### src/rtl/core/tcw_pkg.sv
package tcw_pkg;

  // default geometry
  localparam int CellsDef   = 2000;
  localparam int ColumnsDef = 80;

  // payload widths
  localparam int CMD_W  = 2;
  localparam int CHAR_W = 8;
  localparam int NIB_W  = 4;
  localparam int ATTR_W = 8;
  localparam int LOC_W  = 11;
  localparam int CELL_W = CHAR_W + ATTR_W;

  // special characters and fill attributes
  localparam logic [CHAR_W-1:0] CHAR_NEWLINE = 8'h0A;
  localparam logic [CHAR_W-1:0] CHAR_SPACE   = 8'h20;
  localparam logic [ATTR_W-1:0] ATTR_CLEAR   = 8'h07;
  localparam logic [ATTR_W-1:0] ATTR_BLANK   = 8'h00;

  // command codes on the input channel
  typedef enum logic [CMD_W-1:0] {
    CMD_PUT   = 2'd0,
    CMD_WRITE = 2'd1,
    CMD_CLEAR = 2'd2,
    CMD_READ  = 2'd3
  } cmd_e;

  // operations after decode
  typedef enum logic [2:0] {
    OP_PUT     = 3'd0,
    OP_NEWLINE = 3'd1,
    OP_WRITE   = 3'd2,
    OP_CLEAR   = 3'd3,
    OP_READ    = 3'd4
  } op_e;

  typedef struct packed {
    op_e               kind;
    logic [CHAR_W-1:0] char_code;
    logic [ATTR_W-1:0] attr;
    logic [LOC_W-1:0]  loc;
    logic              loc_ok;
  } op_t;

endpackage

### src/rtl/core/tcw_queue.sv
module tcw_queue (
  input  logic         clk_i,
  input  logic         rst_ni,
  input  logic         push_valid_i,
  output logic         push_ready_o,
  input  tcw_pkg::op_t push_op_i,
  output logic         pop_valid_o,
  input  logic         pop_ready_i,
  output tcw_pkg::op_t pop_op_o
);
  import tcw_pkg::*;

  op_t        entry_q [2];
  logic       wr_ptr_q, rd_ptr_q;
  logic [1:0] count_q;
  logic       push, pop;

  assign push_ready_o = (count_q != 2'd2);
  assign pop_valid_o  = (count_q != 2'd0);
  assign push         = push_valid_i & push_ready_o;
  assign pop          = pop_valid_o & pop_ready_i;
  assign pop_op_o     = entry_q[rd_ptr_q];

  // pointers and fill count
  always_ff @(posedge clk_i or negedge rst_ni) begin
    if (!rst_ni) begin
      wr_ptr_q <= 1'b0;
      rd_ptr_q <= 1'b0;
      count_q  <= 2'd0;
    end else begin
      if (push) wr_ptr_q <= ~wr_ptr_q;
      if (pop)  rd_ptr_q <= ~rd_ptr_q;
      case ({push, pop})
        2'b10:   count_q <= count_q + 2'd1;
        2'b01:   count_q <= count_q - 2'd1;
        default: count_q <= count_q;
      endcase
    end
  end

  // entry storage
  always_ff @(posedge clk_i) begin
    if (push) entry_q[wr_ptr_q] <= push_op_i;
  end

endmodule

### config.mk
export PLATFORM = sky130hd
export DESIGN_NAME = tcw_queue
export DESIGN_NICKNAME = d
export VERILOG_FILES = /design/src/rtl/core/tcw_pkg.sv /design/src/rtl/core/tcw_queue.sv
export SDC_FILE = /design/constraint.sdc
export NUM_CORES = 1
export LEC_CHECK = 0
export BUFFER_PORTS_ARGS = -buffer_cell sky130_fd_sc_hd__buf_4
export CAP_MARGIN = 5
export CORE_MARGIN = 3
export CORE_UTILIZATION = 46
export DETAILED_ROUTE_END_ITERATION = 7
export GPL_TIMING_DRIVEN = 0
export PLACE_DENSITY = 0.74
export SLEW_MARGIN = 20
export SYNTH_ARGS = -nofsm -noshare
export SYNTH_HDL_FRONTEND = slang
export SYNTH_SLANG_ARGS = --single-unit
export TNS_END_PERCENT = 30
### constraint.sdc
create_clock -name clk_i -period 2.7 [get_ports clk_i]
set_clock_uncertainty 0.2 [all_clocks]
set_input_delay 0 -clock clk_i [delete_from_list [all_inputs] [get_ports clk_i]]
set_output_delay 0 -clock clk_i [all_outputs]
set_load 0.005 [all_outputs]
==> results of run 1 <==
power by group:
| group | switching [µW] | internal (µW) | leakage, µW |
|---|---|---|---|
| combinational | 486 | 680 | 0.000670 |
| sequential | 72.8 | 1410 | 0.000623 |
| clock | 326 | 406 | 0.0000898 |
Yosys cell counts, drive strengths merged:
library cell / count / area, µm²
nor2: 2 / 7.510
and2: 1 / 8.760
ha: 1 / 12.51
xor2: 2 / 17.52
edfxtp: 62 / 1862
and3: 1 / 6.260
dfrtp: 4 / 100.1
nand2b: 1 / 6.260
or2: 1 / 6.260
nand2: 1 / 3.750
xnor2: 3 / 26.28
buf: 4 / 45.04
mux2: 31 / 349.1
sequential cells by signal, indices dropped and copies added (netlist names):
name	flops
entry_q	62
count_q	2
rd_ptr_q	1
wr_ptr_q	1
layout by cell type, fill, tap and decap left out, types with 3 or more instances in the layout:
cell,n
sky130_fd_sc_hd__dlygate4sd3_1,35
sky130_fd_sc_hd__xnor2_1,3
sky130_fd_sc_hd__mux2_2,29
sky130_fd_sc_hd__dfrtp_1,4
sky130_fd_sc_hd__buf_6,4
sky130_fd_sc_hd__clkbuf_8,9
sky130_fd_sc_hd__edfxtp_1,62
sky130_fd_sc_hd__buf_4,67
per-stage QoR:
step / hold slack [ns] / power [µW] / area (µm²) / setup slack (ns)
6_report: 0.2050 / 3377 / 3596 / 0.7576
5_1_grt: 0.1927 / 3552 / 3596 / 0.6363
4_1_cts: 0.1774 / 3420 / 3596 / 0.7359
3_5_place_dp: -0.4029 / 2641 / 3074 / 0.7484
3_3_place_gp: -0.4038 / 2563 / 3038 / -0.4798
2_1_floorplan: -0.4956 / 2086 / 2451 / 0.1114
logic make-up (layout without fill, tap and decap cells):
logic type,after synthesis,in the layout
simple gates,7,7
fa+ha+maj,1,1
buf+inv,4,121
mux,31,31
xor+xnor,5,5
flops,66,66
layout make-up:
type,instances,area [µm²]
Sequential cell,66,1962
Fill cell,312,1346
Timing Repair Buffer,103,880.8
Multi-Input combinational cell,44,452.9
Clock buffer,9,123.9
Tap cell,67,83.83
Clock inverter,5,47.55
Buffer,4,45.04
per-layer routing:
| layer | up-vias | part of all wire (%) |
|---|---|---|
| li1 | 668 | - |
| met1 | 674 | 37 |
| met2 | 58 | 55 |
| met3 | 9 | 6.7 |
| met4 | 0 | 1.8 |
| met5 | - | 0 |
what timing repair did:
action	CTS	global route
buffers inserted	0	0
endpoints found under the hold margin	69	0
setup endpoints to repair	0	0
hold buffers	35	0
worst max-delay path: stages, from the launching register on:
cell                       delay [ns]
sky130_fd_sc_hd__dfrtp_1         0.42
sky130_fd_sc_hd__nand2b_1        0.18
sky130_fd_sc_hd__nand2_1         0.15
sky130_fd_sc_hd__nor2_4          0.47
sky130_fd_sc_hd__buf_16          0.22
path summary, 6_finish.rpt:
path,slack [ns],startpoint,endpoint,depth (start not counted)
min in group asynchronous,0.37,rst_ni,count_q[0],3
max in group asynchronous,1.76,rst_ni,wr_ptr_q,3
setup reg to reg,0.76,count_q[0],entry_q[0][2],4
hold / removal,0.20,push_op_i[16],entry_q[1][16],2
hold reg to reg,0.31,count_q[1],count_q[1],1
setup / recovery,0.76,count_q[0],entry_q[0][2],4
==> impl_metrics.json, run 1 <==
{
  "cell_area_after_synthesis_um2": 2451,
  "groute.layer.met2.usage_pct": 28.70,
  "muxShareOfSynthArea_pct": 14.24,
  "worst_ep_arrival_time_ns": 1.78,
  "numCtsBuffers": 9,
  "timing_worst_setup_path_type": "flip-flop to flip-flop",
  "place_inst": 249,
  "postSynthCellCount": 114,
  "post_synth.cell_area_avg_um2": 21.50,
  "required_time_reported_for_the_critical_path_endpoint_ns": 2.54,
  "htree_num_levels": 3,
  "ys_seq_area_share_pct": 80.04,
  "grt_use_met1_pct": 17.10,
  "synth_simple_gate_area_share_pct": 1.582,
  "grt_pass1_wl_um": 7362,
  "groute.usage.overall_pct": 16.18,
  "cts.clk_slew.worst_paths_ns": 0.06,
  "met3_usage_pct": 5.215,
  "chipWidth_um": 79.00,
  "drt_iter0_markers": 60,
  "layout_min_cycle_time_ns": 1.942,
  "worst_skew_pair.late_latency_ns": 0.32,
  "timing.hold.worst.class": "input port to flip-flop",
  "total_of_cells_resized_after_clock_tree_synthesis": 0,
  "dp.final_hpwl_um": 2873,
  "layout_stage_area_growth_over_the_synthesis_result_pct": 46.71,
  "tritoncts_sink_count": 66,
  "grt_start_max_net_pins": 32,
  "wirelength_um": 4684,
  "synth_compound_area_share_pct": 0,
  "min_period_over_period_pct": 71.94,
  "fp.dieH_um": 79.00,
  "drt_drc_violations_left": 0,
  "routedWlPerCell_um": 15.72,
  "final_max_slew_viol_count": 0,
  "register_bit_total_from_synthesis": 66,
  "clock.fmax_mhz": 514.8,
  "gp_congestion": 0.7303,
  "final_layout_size_suffix_gt1_share_pct": 50.22,
  "max_cap_viol_count": 0,
  "yosys.area_share.adder_pct": 0.5105,
  "synth_top_family_by_area": "multiplexers",
  "io_pins": 68,
  "antenna-diode-count": 0,
  "unrepaired_setup_endpoints_after_global_routing": "false",
  "vias_per_cell": 4.728,
  "cts_root_buffer": "sky130_fd_sc_hd__clkbuf_8",
  "critPathMaxFanout": 16,
  "hold_viol_final": 0,
  "tightest_slew_ns": 0.7155,
  "rows": 25,
  "cp-end-kind": "flip-flop",
  "tritoncts": "built",
  "initial_cell_density_of_the_core_pct": 49.59,
  "grt_antenna_before_repair": 0,
  "coreArea_um2": 4942,
  "die-area_um2": 6240,
  "finalSetupViolCount": 0,
  "ctsLongestPathBuffers": 2,
  "placement.io_buffers": 67,
  "syn_nets": 150,
  "cellPowerDensity_nw_per_um2": 939.1,
  "grt_pass1_vias": 1564,
  "final.setup.tns_ns": 0,
  "leakagePower_uw": 0.001382,
  "nets": 264,
  "slew_headroom_pct": 52.30,
  "status": "complete, no violations",
  "post_synth_xor_area_fraction_pct": 1.787,
  "firstDrtPassIters": 4,
  "ys.warnings.count": 0,
  "drtAntennaViolNets": 0,
  "grt.busiest_layer": "met2",
  "distinct_cell_type_count_after_synthesis": 14,
  "ir_worst_vdd_uv": 580.2,
  "final_core_area_utilization_pct": 72.76,
  "post_layout_nonfiller_instances": 298,
  "dr_total_vias": 1409,
  "grt_remaining_overflow": 0,
  "setup.worst_path.start_class": "flip-flop"
}
(Power assumes the default switching activity.)
==> inputs of run 2 (changes only) <==
Settings changed: ABC_AREA set to 1, CORE_UTILIZATION 46 to 51, PLACE_DENSITY 0.74 to 0.78.
Clock period 2.7 ns to 1.97 ns, I/O delays scaled along.
==> run 2 against run 1 <==
Compared with the run above:
- clock-buffer cell count is 1 higher
- combinational power is 60% higher
- flip-flop and latch count stayed put
- global-route usage is 2.8 points higher
- via count is 25% higher
- highest routed layer unchanged
- critical path type unchanged
- area after synthesis is 4.2% higher
==> impl_metrics.json, run 2 <==
{
  "tightest_slew_ns": 0.9021,
  "dp.final_hpwl_um": 2844,
  "synth.most_common_cell": "sky130_fd_sc_hd__nand2_1",
  "firstDrtPassIters": 4,
  "final_common_cell": "sky130_fd_sc_hd__nand2_1",
  "drt_drc_violations_left": 0,
  "nets": 342,
  "routedWlPerCell_um": 14.12,
  "drt_iter0_markers": 75,
  "synth_top_area_share_pct": 72.87,
  "cts.clk_slew.worst_paths_ns": 0.07,
  "total_power_uw": 5093,
  "fp.dieH_um": 76.78,
  "postSynthCellCount": 192,
  "syn_nets": 228,
  "cpLargestDelayFamily": "simple AND/OR/NAND/NOR gates",
  "tritoncts": "built",
  "max_cap_viol_count": 0,
  "reg2reg_depth": 4,
  "worst_ep_arrival_time_ns": 1.69,
  "netlist_top_cells_count": "90 x sky130_fd_sc_hd__nand2_1, 62 x sky130_fd_sc_hd__edfxtp_1, 11 x sky130_fd_sc_hd__nand2_2",
  "count_of_flip_flops_with_a_built_in_enable_after_synthesis": 62,
  "cp_num_cells": 4,
  "final_layout_size_suffix_gt1_share_pct": 34.08,
  "ctsLongestPathBuffers": 2,
  "most_flop_heavy_register": "entry_q",
  "numCtsBuffers": 9,
  "required_time_reported_for_the_critical_path_endpoint_ns": 1.72,
  "layout_min_cycle_time_ns": 1.933,
  "leakagePower_uw": 0.001609,
  "asyncSetResetFlopFracSynth_pct": 6.061,
  "min_period_over_period_pct": 98.12,
  "top_regs": "entry_q: 62 flops, count_q: 2 flops",
  "critPathMaxFanout": 31,
  "vias_per_cell": 4.664,
  "synthTopCellsByArea": "sky130_fd_sc_hd__edfxtp_1 73%, sky130_fd_sc_hd__nand2_1 13%, sky130_fd_sc_hd__dfrtp_1 3.9%",
  "gp_congestion": 0.6901,
  "register_bit_total_from_synthesis": 66,
  "crit_chain": "inv_2 -> nand2_4 -> nand2_8 -> nor2_4",
  "initial_cell_density_of_the_core_pct": 53.39,
  "fin_area_um2": 3724,
  "final_max_slew_viol_count": 0,
  "rows": 25,
  "reg2reg_to": "entry_q[0][0]",
  "worst_reg2reg_startpoint": "count_q[0]",
  "largest_reg_flops": 62,
  "min_delay_worst_endpoint": "entry_q[0][3]",
  "wirelength_um": 5339,
  "grt_pass1_wl_um": 8431,
  "cell_area_after_synthesis_um2": 2555,
  "finalSetupViolCount": 0,
  "drtAntennaViolNets": 0,
  "synth_top_area_cell": "sky130_fd_sc_hd__edfxtp_1",
  "slew_headroom_pct": 39.72,
  "ir_worst_vdd_uv": 782.5,
  "layout_stage_area_growth_over_the_synthesis_result_pct": 45.74,
  "htree_num_levels": 3,
  "clock.fmax_mhz": 517.3,
  "cellPowerDensity_nw_per_um2": 1368,
  "worst_skew_pair.late_latency_ns": 0.32,
  "placement.io_buffers": 67,
  "dr_total_vias": 1763,
  "most-common-layout-cells": "90 x sky130_fd_sc_hd__nand2_1, 70 x sky130_fd_sc_hd__buf_4, 62 x sky130_fd_sc_hd__edfxtp_1",
  "ys_seq_area_share_pct": 76.79,
  "grt_remaining_overflow": 0,
  "post_synth.cell_area_avg_um2": 13.31,
  "antenna-diode-count": 0,
  "placed_cell_area_um2": 3149,
  "chipWidth_um": 76.78,
  "cts_root_buffer": "sky130_fd_sc_hd__clkbuf_8",
  "grt_antenna_before_repair": 0,
  "ys.warnings.count": 0,
  "io_pins": 68,
  "hold_viol_final": 0,
  "cts_setup_buffers": 0,
  "timing.hold.worst.class": "input port to flip-flop",
  "cp_slowest_stage_delay_ns": 0.68,
  "cp-end-kind": "flip-flop",
  "die-area_um2": 5895,
  "grt_pass1_vias": 1835,
  "min_delay_path_depth": 2,
  "timing_worst_setup_path_type": "flip-flop to flip-flop",
  "place_inst": 326,
  "nFillCells": 280,
  "groute.usage.overall_pct": 18.98,
  "unrepaired_setup_endpoints_after_global_routing": "true",
  "status": "complete, no violations",
  "worst-path-buf-inv": 1,
  "post_layout_nonfiller_instances": 378,
  "setup.worst_path.start_class": "flip-flop",
  "coreArea_um2": 4786,
  "distinct_cell_type_count_after_synthesis": 18,
  "synth-main-ff-cell": "sky130_fd_sc_hd__edfxtp_1",
  "critical_path.slowest_cell": "sky130_fd_sc_hd__nor2_4",
  "tritoncts_sink_count": 66,
  "reg2reg_setup_slack_ns": 0.04,
  "min_from": "push_op_i[3]",
  "grt_start_max_net_pins": 33,
  "cp-startpoint": "count_q[0]"
}
## run 2: cell count changes after synthesis, moves of 2 or more
cell,delta
sky130_fd_sc_hd__xor2_1,-2
sky130_fd_sc_hd__mux2_2,-29
sky130_fd_sc_hd__nand2_2,+11
sky130_fd_sc_hd__nand2_1,+89
sky130_fd_sc_hd__buf_4,+3
sky130_fd_sc_hd__nand3_1,+2
sky130_fd_sc_hd__xnor2_1,-2
sky130_fd_sc_hd__inv_1,+5
sky130_fd_sc_hd__mux2_1,-2
sky130_fd_sc_hd__nand2_4,+2
## run 2: worst reg2reg max path: stages, from the launching register on
cell                      delay (ns)
sky130_fd_sc_hd__dfrtp_1        0.41
sky130_fd_sc_hd__inv_2          0.08
sky130_fd_sc_hd__nand2_4        0.10
sky130_fd_sc_hd__nand2_8        0.08
sky130_fd_sc_hd__nor2_4         0.69
## run 2: cells by family after synthesis
family | share of synthesized area (%)
compound gates | 0.1957
xor+xnor | 0.3429
fa+ha+maj | 0.4896
simple gates | 18.17
buf+inv | 4.015
flops | 76.79
## run 2: worst max path at each step
stage,to
after floorplan,entry_q[1][0]
after global placement,entry_q[1][10]
after detailed placement,entry_q[1][10]
after CTS,entry_q[1][9]
after global routing,entry_q[0][2]
final,entry_q[0][0]
## run 2: final cells by class
type / count / area (µm²) / share of cell area, %
plain buffers: 7 / 71.32 / 1.915
clock buffers: 10 / 127.6 / 3.427
clock inverters: 6 / 81.33 / 2.184
inverters: 7 / 31.28 / 0.8401
multi-input cells: 113 / 513.0 / 13.78
flip-flops and latches: 66 / 1962 / 52.69
well taps: 67 / 83.83 / 2.251
repair buffers: 102 / 853.3 / 22.92
## run 2: timing repair
action	in CTS	in global routing
resized for setup	0	1
endpoints found under the hold margin	69	0
endpoints found under the setup margin	0	62
hold buffers	35	0
## run 2: metrics by stage
step | hold WS, ns | setup slack, ns | util (%) | setup TNS [ns]
6_report | 0.1972 | 0.03695 | 77.80 | 0
5_1_grt | 0.1889 | -0.06784 | 77.80 | -2.471
4_1_cts | 0.1806 | 0.006540 | 77.49 | 0
3_5_place_dp | -0.4014 | 0.02067 | 65.80 | 0
3_3_place_gp | -0.4021 | 0.05094 | 65.80 | 0
2_1_floorplan | -0.4956 | 0.3097 | - | 0
## run 2: power breakdown
group	internal, µW	leakage, µW	switching [µW]	total [µW]
logic	861	0.000882	1010	1870
clock network	704	0.000104	483	1190
registers	1930	0.000624	114	2040
total	3490	0.00161	1600	5090
## run 2: metal layers
layer / global-route usage (%) / vias to the layer above / share of wire [%]
met5: 0 / - / 0
met4: 7.065 / 0 / 0.73
met3: 5.164 / 4 / 6.6
met2: 33.19 / 77 / 53
met1: 22.30 / 817 / 40
li1: - / 865 / -
==> inputs of run 3 (changes only) <==
Settings changed: GPL_TIMING_DRIVEN 0 to unset.
==> run 3 against run 2 <==
Compared with the run above:
- final area down 1.7%
- fmax up 16%
- critical path depth up 5
- hold slack better by 0.0054 ns
- utilization down 1.3 points
- setup slack better by 0.27 ns
- largest power group unchanged
==> impl_metrics.json, run 3 (same netlist as run 2, synthesis figures left out) <==
{
  "critPathMaxFanout": 3,
  "coreArea_um2": 4786,
  "ir_worst_vdd_uv": 849.5,
  "gp_congestion": 0.7168,
  "final_common_cell": "sky130_fd_sc_hd__nand2_1",
  "numCtsBuffers": 9,
  "status": "complete, no violations",
  "initial_cell_density_of_the_core_pct": 53.39,
  "top_metal_layer_carrying_routed_signals": "met4",
  "most-common-layout-cells": "90 x sky130_fd_sc_hd__nand2_1, 71 x sky130_fd_sc_hd__buf_4, 62 x sky130_fd_sc_hd__edfxtp_1",
  "placed_cell_area_um2": 3128,
  "dp.final_hpwl_um": 3075,
  "fin_area_um2": 3661,
  "final_max_slew_viol_count": 0,
  "hold_viol_final": 0,
  "preCtsSetupSlack_ns": 0.3504,
  "met3_wire_length_um": 302,
  "ctsLongestPathBuffers": 2,
  "antenna-diode-count": 0,
  "worst_skew_pair.late_latency_ns": 0.32,
  "required_time_reported_for_the_critical_path_endpoint_ns": 1.98,
  "most_flop_heavy_register": "entry_q",
  "drtAntennaViolNets": 0,
  "timing_worst_setup_path_type": "flip-flop to flip-flop",
  "dr_total_vias": 1752,
  "dr_wl_met2_um": 2744,
  "slew_headroom_pct": 81.93,
  "tritoncts_sink_count": 66,
  "routedWlPerCell_um": 13.86,
  "grt_antenna_before_repair": 0,
  "die-area_um2": 5895,
  "cp-end-kind": "flip-flop",
  "fp.dieH_um": 76.78,
  "max_cap_viol_count": 0,
  "chipWidth_um": 76.78,
  "finalSetupViolCount": 0,
  "drt_iter0_markers": 88,
  "drt_drc_violations_left": 0,
  "cts_setup_buffers": 0,
  "final.setup.tns_ns": 0,
  "firstDrtPassIters": 5,
  "htree_num_levels": 3,
  "worst_ep_arrival_time_ns": 1.67,
  "timing.hold.worst.class": "input port to flip-flop",
  "unrepaired_setup_endpoints_after_global_routing": "false",
  "clock.fmax_mhz": 602.2,
  "tightest_slew_ns": 0.2710,
  "groute.usage.overall_pct": 19.12,
  "cts_root_buffer": "sky130_fd_sc_hd__clkbuf_8",
  "cellPowerDensity_nw_per_um2": 1319,
  "nets": 339,
  "rows": 25,
  "final_critical_path_setup_slack_ns": 0.3094,
  "leakagePower_uw": 0.001581,
  "grt_start_max_net_pins": 33,
  "grt_pass1_vias": 1917,
  "vias_per_cell": 4.684,
  "tritoncts": "built",
  "worst_reg2reg_startpoint": "count_q[1]",
  "setup.worst_path.start_class": "flip-flop",
  "layout_stage_area_growth_over_the_synthesis_result_pct": 43.29,
  "largest_reg_flops": 62,
  "final_layout_size_suffix_gt1_share_pct": 33.55,
  "io_pins": 68,
  "top_regs": "entry_q: 62 flops, count_q: 2 flops",
  "cts.clk_slew.worst_paths_ns": 0.07,
  "min_from": "push_op_i[11]",
  "placement.io_buffers": 67,
  "wl_met1_um": 2040,
  "layout_min_cycle_time_ns": 1.661,
  "wirelength_um": 5182,
  "grt_remaining_overflow": 0,
  "cp-startpoint": "count_q[1]",
  "grt_pass1_wl_um": 8507,
  "min_period_over_period_pct": 84.29
}
## run 3: changes by cell type in the layout (fill, tap and decap cells not counted), sizes merged
cell / previous run / this run
bufinv: 2 / 1
clkbuf: 10 / 9
clkinvlp: 1 / 2
buf: 74 / 72
nor2: 4 / 3
## run 3: critical path, stage by stage (launching register included)
cell	delay [ns]
sky130_fd_sc_hd__dfrtp_1	0.43
sky130_fd_sc_hd__inv_1	0.11
sky130_fd_sc_hd__nand2_2	0.08
sky130_fd_sc_hd__nand2_1	0.08
sky130_fd_sc_hd__inv_1	0.05
sky130_fd_sc_hd__ha_1	0.29
sky130_fd_sc_hd__inv_1	0.10
sky130_fd_sc_hd__nand3_1	0.10
sky130_fd_sc_hd__nand2_1	0.08
sky130_fd_sc_hd__nand2_1	0.05
## run 3: final cells by class
| cell class | instances | area (µm²) |
|---|---|---|
| fill | 276 | 1125 |
| clock inverter | 6 | 58.81 |
| timing repair buffer | 107 | 903.4 |
| sequential | 66 | 1962 |
| multi-input combinational | 112 | 498.0 |
| tap | 67 | 83.83 |
| clock buffer | 9 | 123.9 |
| inverter | 7 | 31.28 |
## run 3: repair_timing
item | 4_1_cts | 5_1_grt
setup endpoints to repair | 0 | 0
hold endpoints to repair | 75 | 0
hold buffers | 35 | 0
resized for setup | 0 | 0
## run 3: power by group
part	internal [µW]	leakage (µW)	switching [µW]
Combinational	795	0.000869	946
Sequential	1920	0.000624	125
Clock	568	0.0000885	476
Total	3280	0.00158	1550
## run 3: through the flow
stage | total power [µW] | hold slack [ns] | instances | util, %
finish | 4830 | 0.2026 | 374 | 76.50
global placement | 3711 | -0.3981 | 324 | 65.36
CTS | 4854 | 0.1860 | 374 | 76.50
detailed placement | 3754 | -0.3985 | 324 | 65.36
global route | 5135 | 0.1948 | 374 | 76.50
floorplan | 3000 | -0.4956 | 192 | -
## run 3: metal layers
metal  up-vias  track usage, %
li1        857               -
met1       817           20.90
met5         -               0
met4         0           9.783
met3        11           4.577
met2        67           34.32
## run 3: worst paths after layout
path,slack (ns),depth (start not counted),to
worst max-delay path,0.31,9,count_q[1]
worst min-delay path,0.20,2,entry_q[0][11]
worst max register to register,0.31,9,count_q[1]
worst min register to register,0.33,1,count_q[0]
max in group asynchronous,1.00,3,count_q[1]
min in group asynchronous,0.40,3,count_q[0]
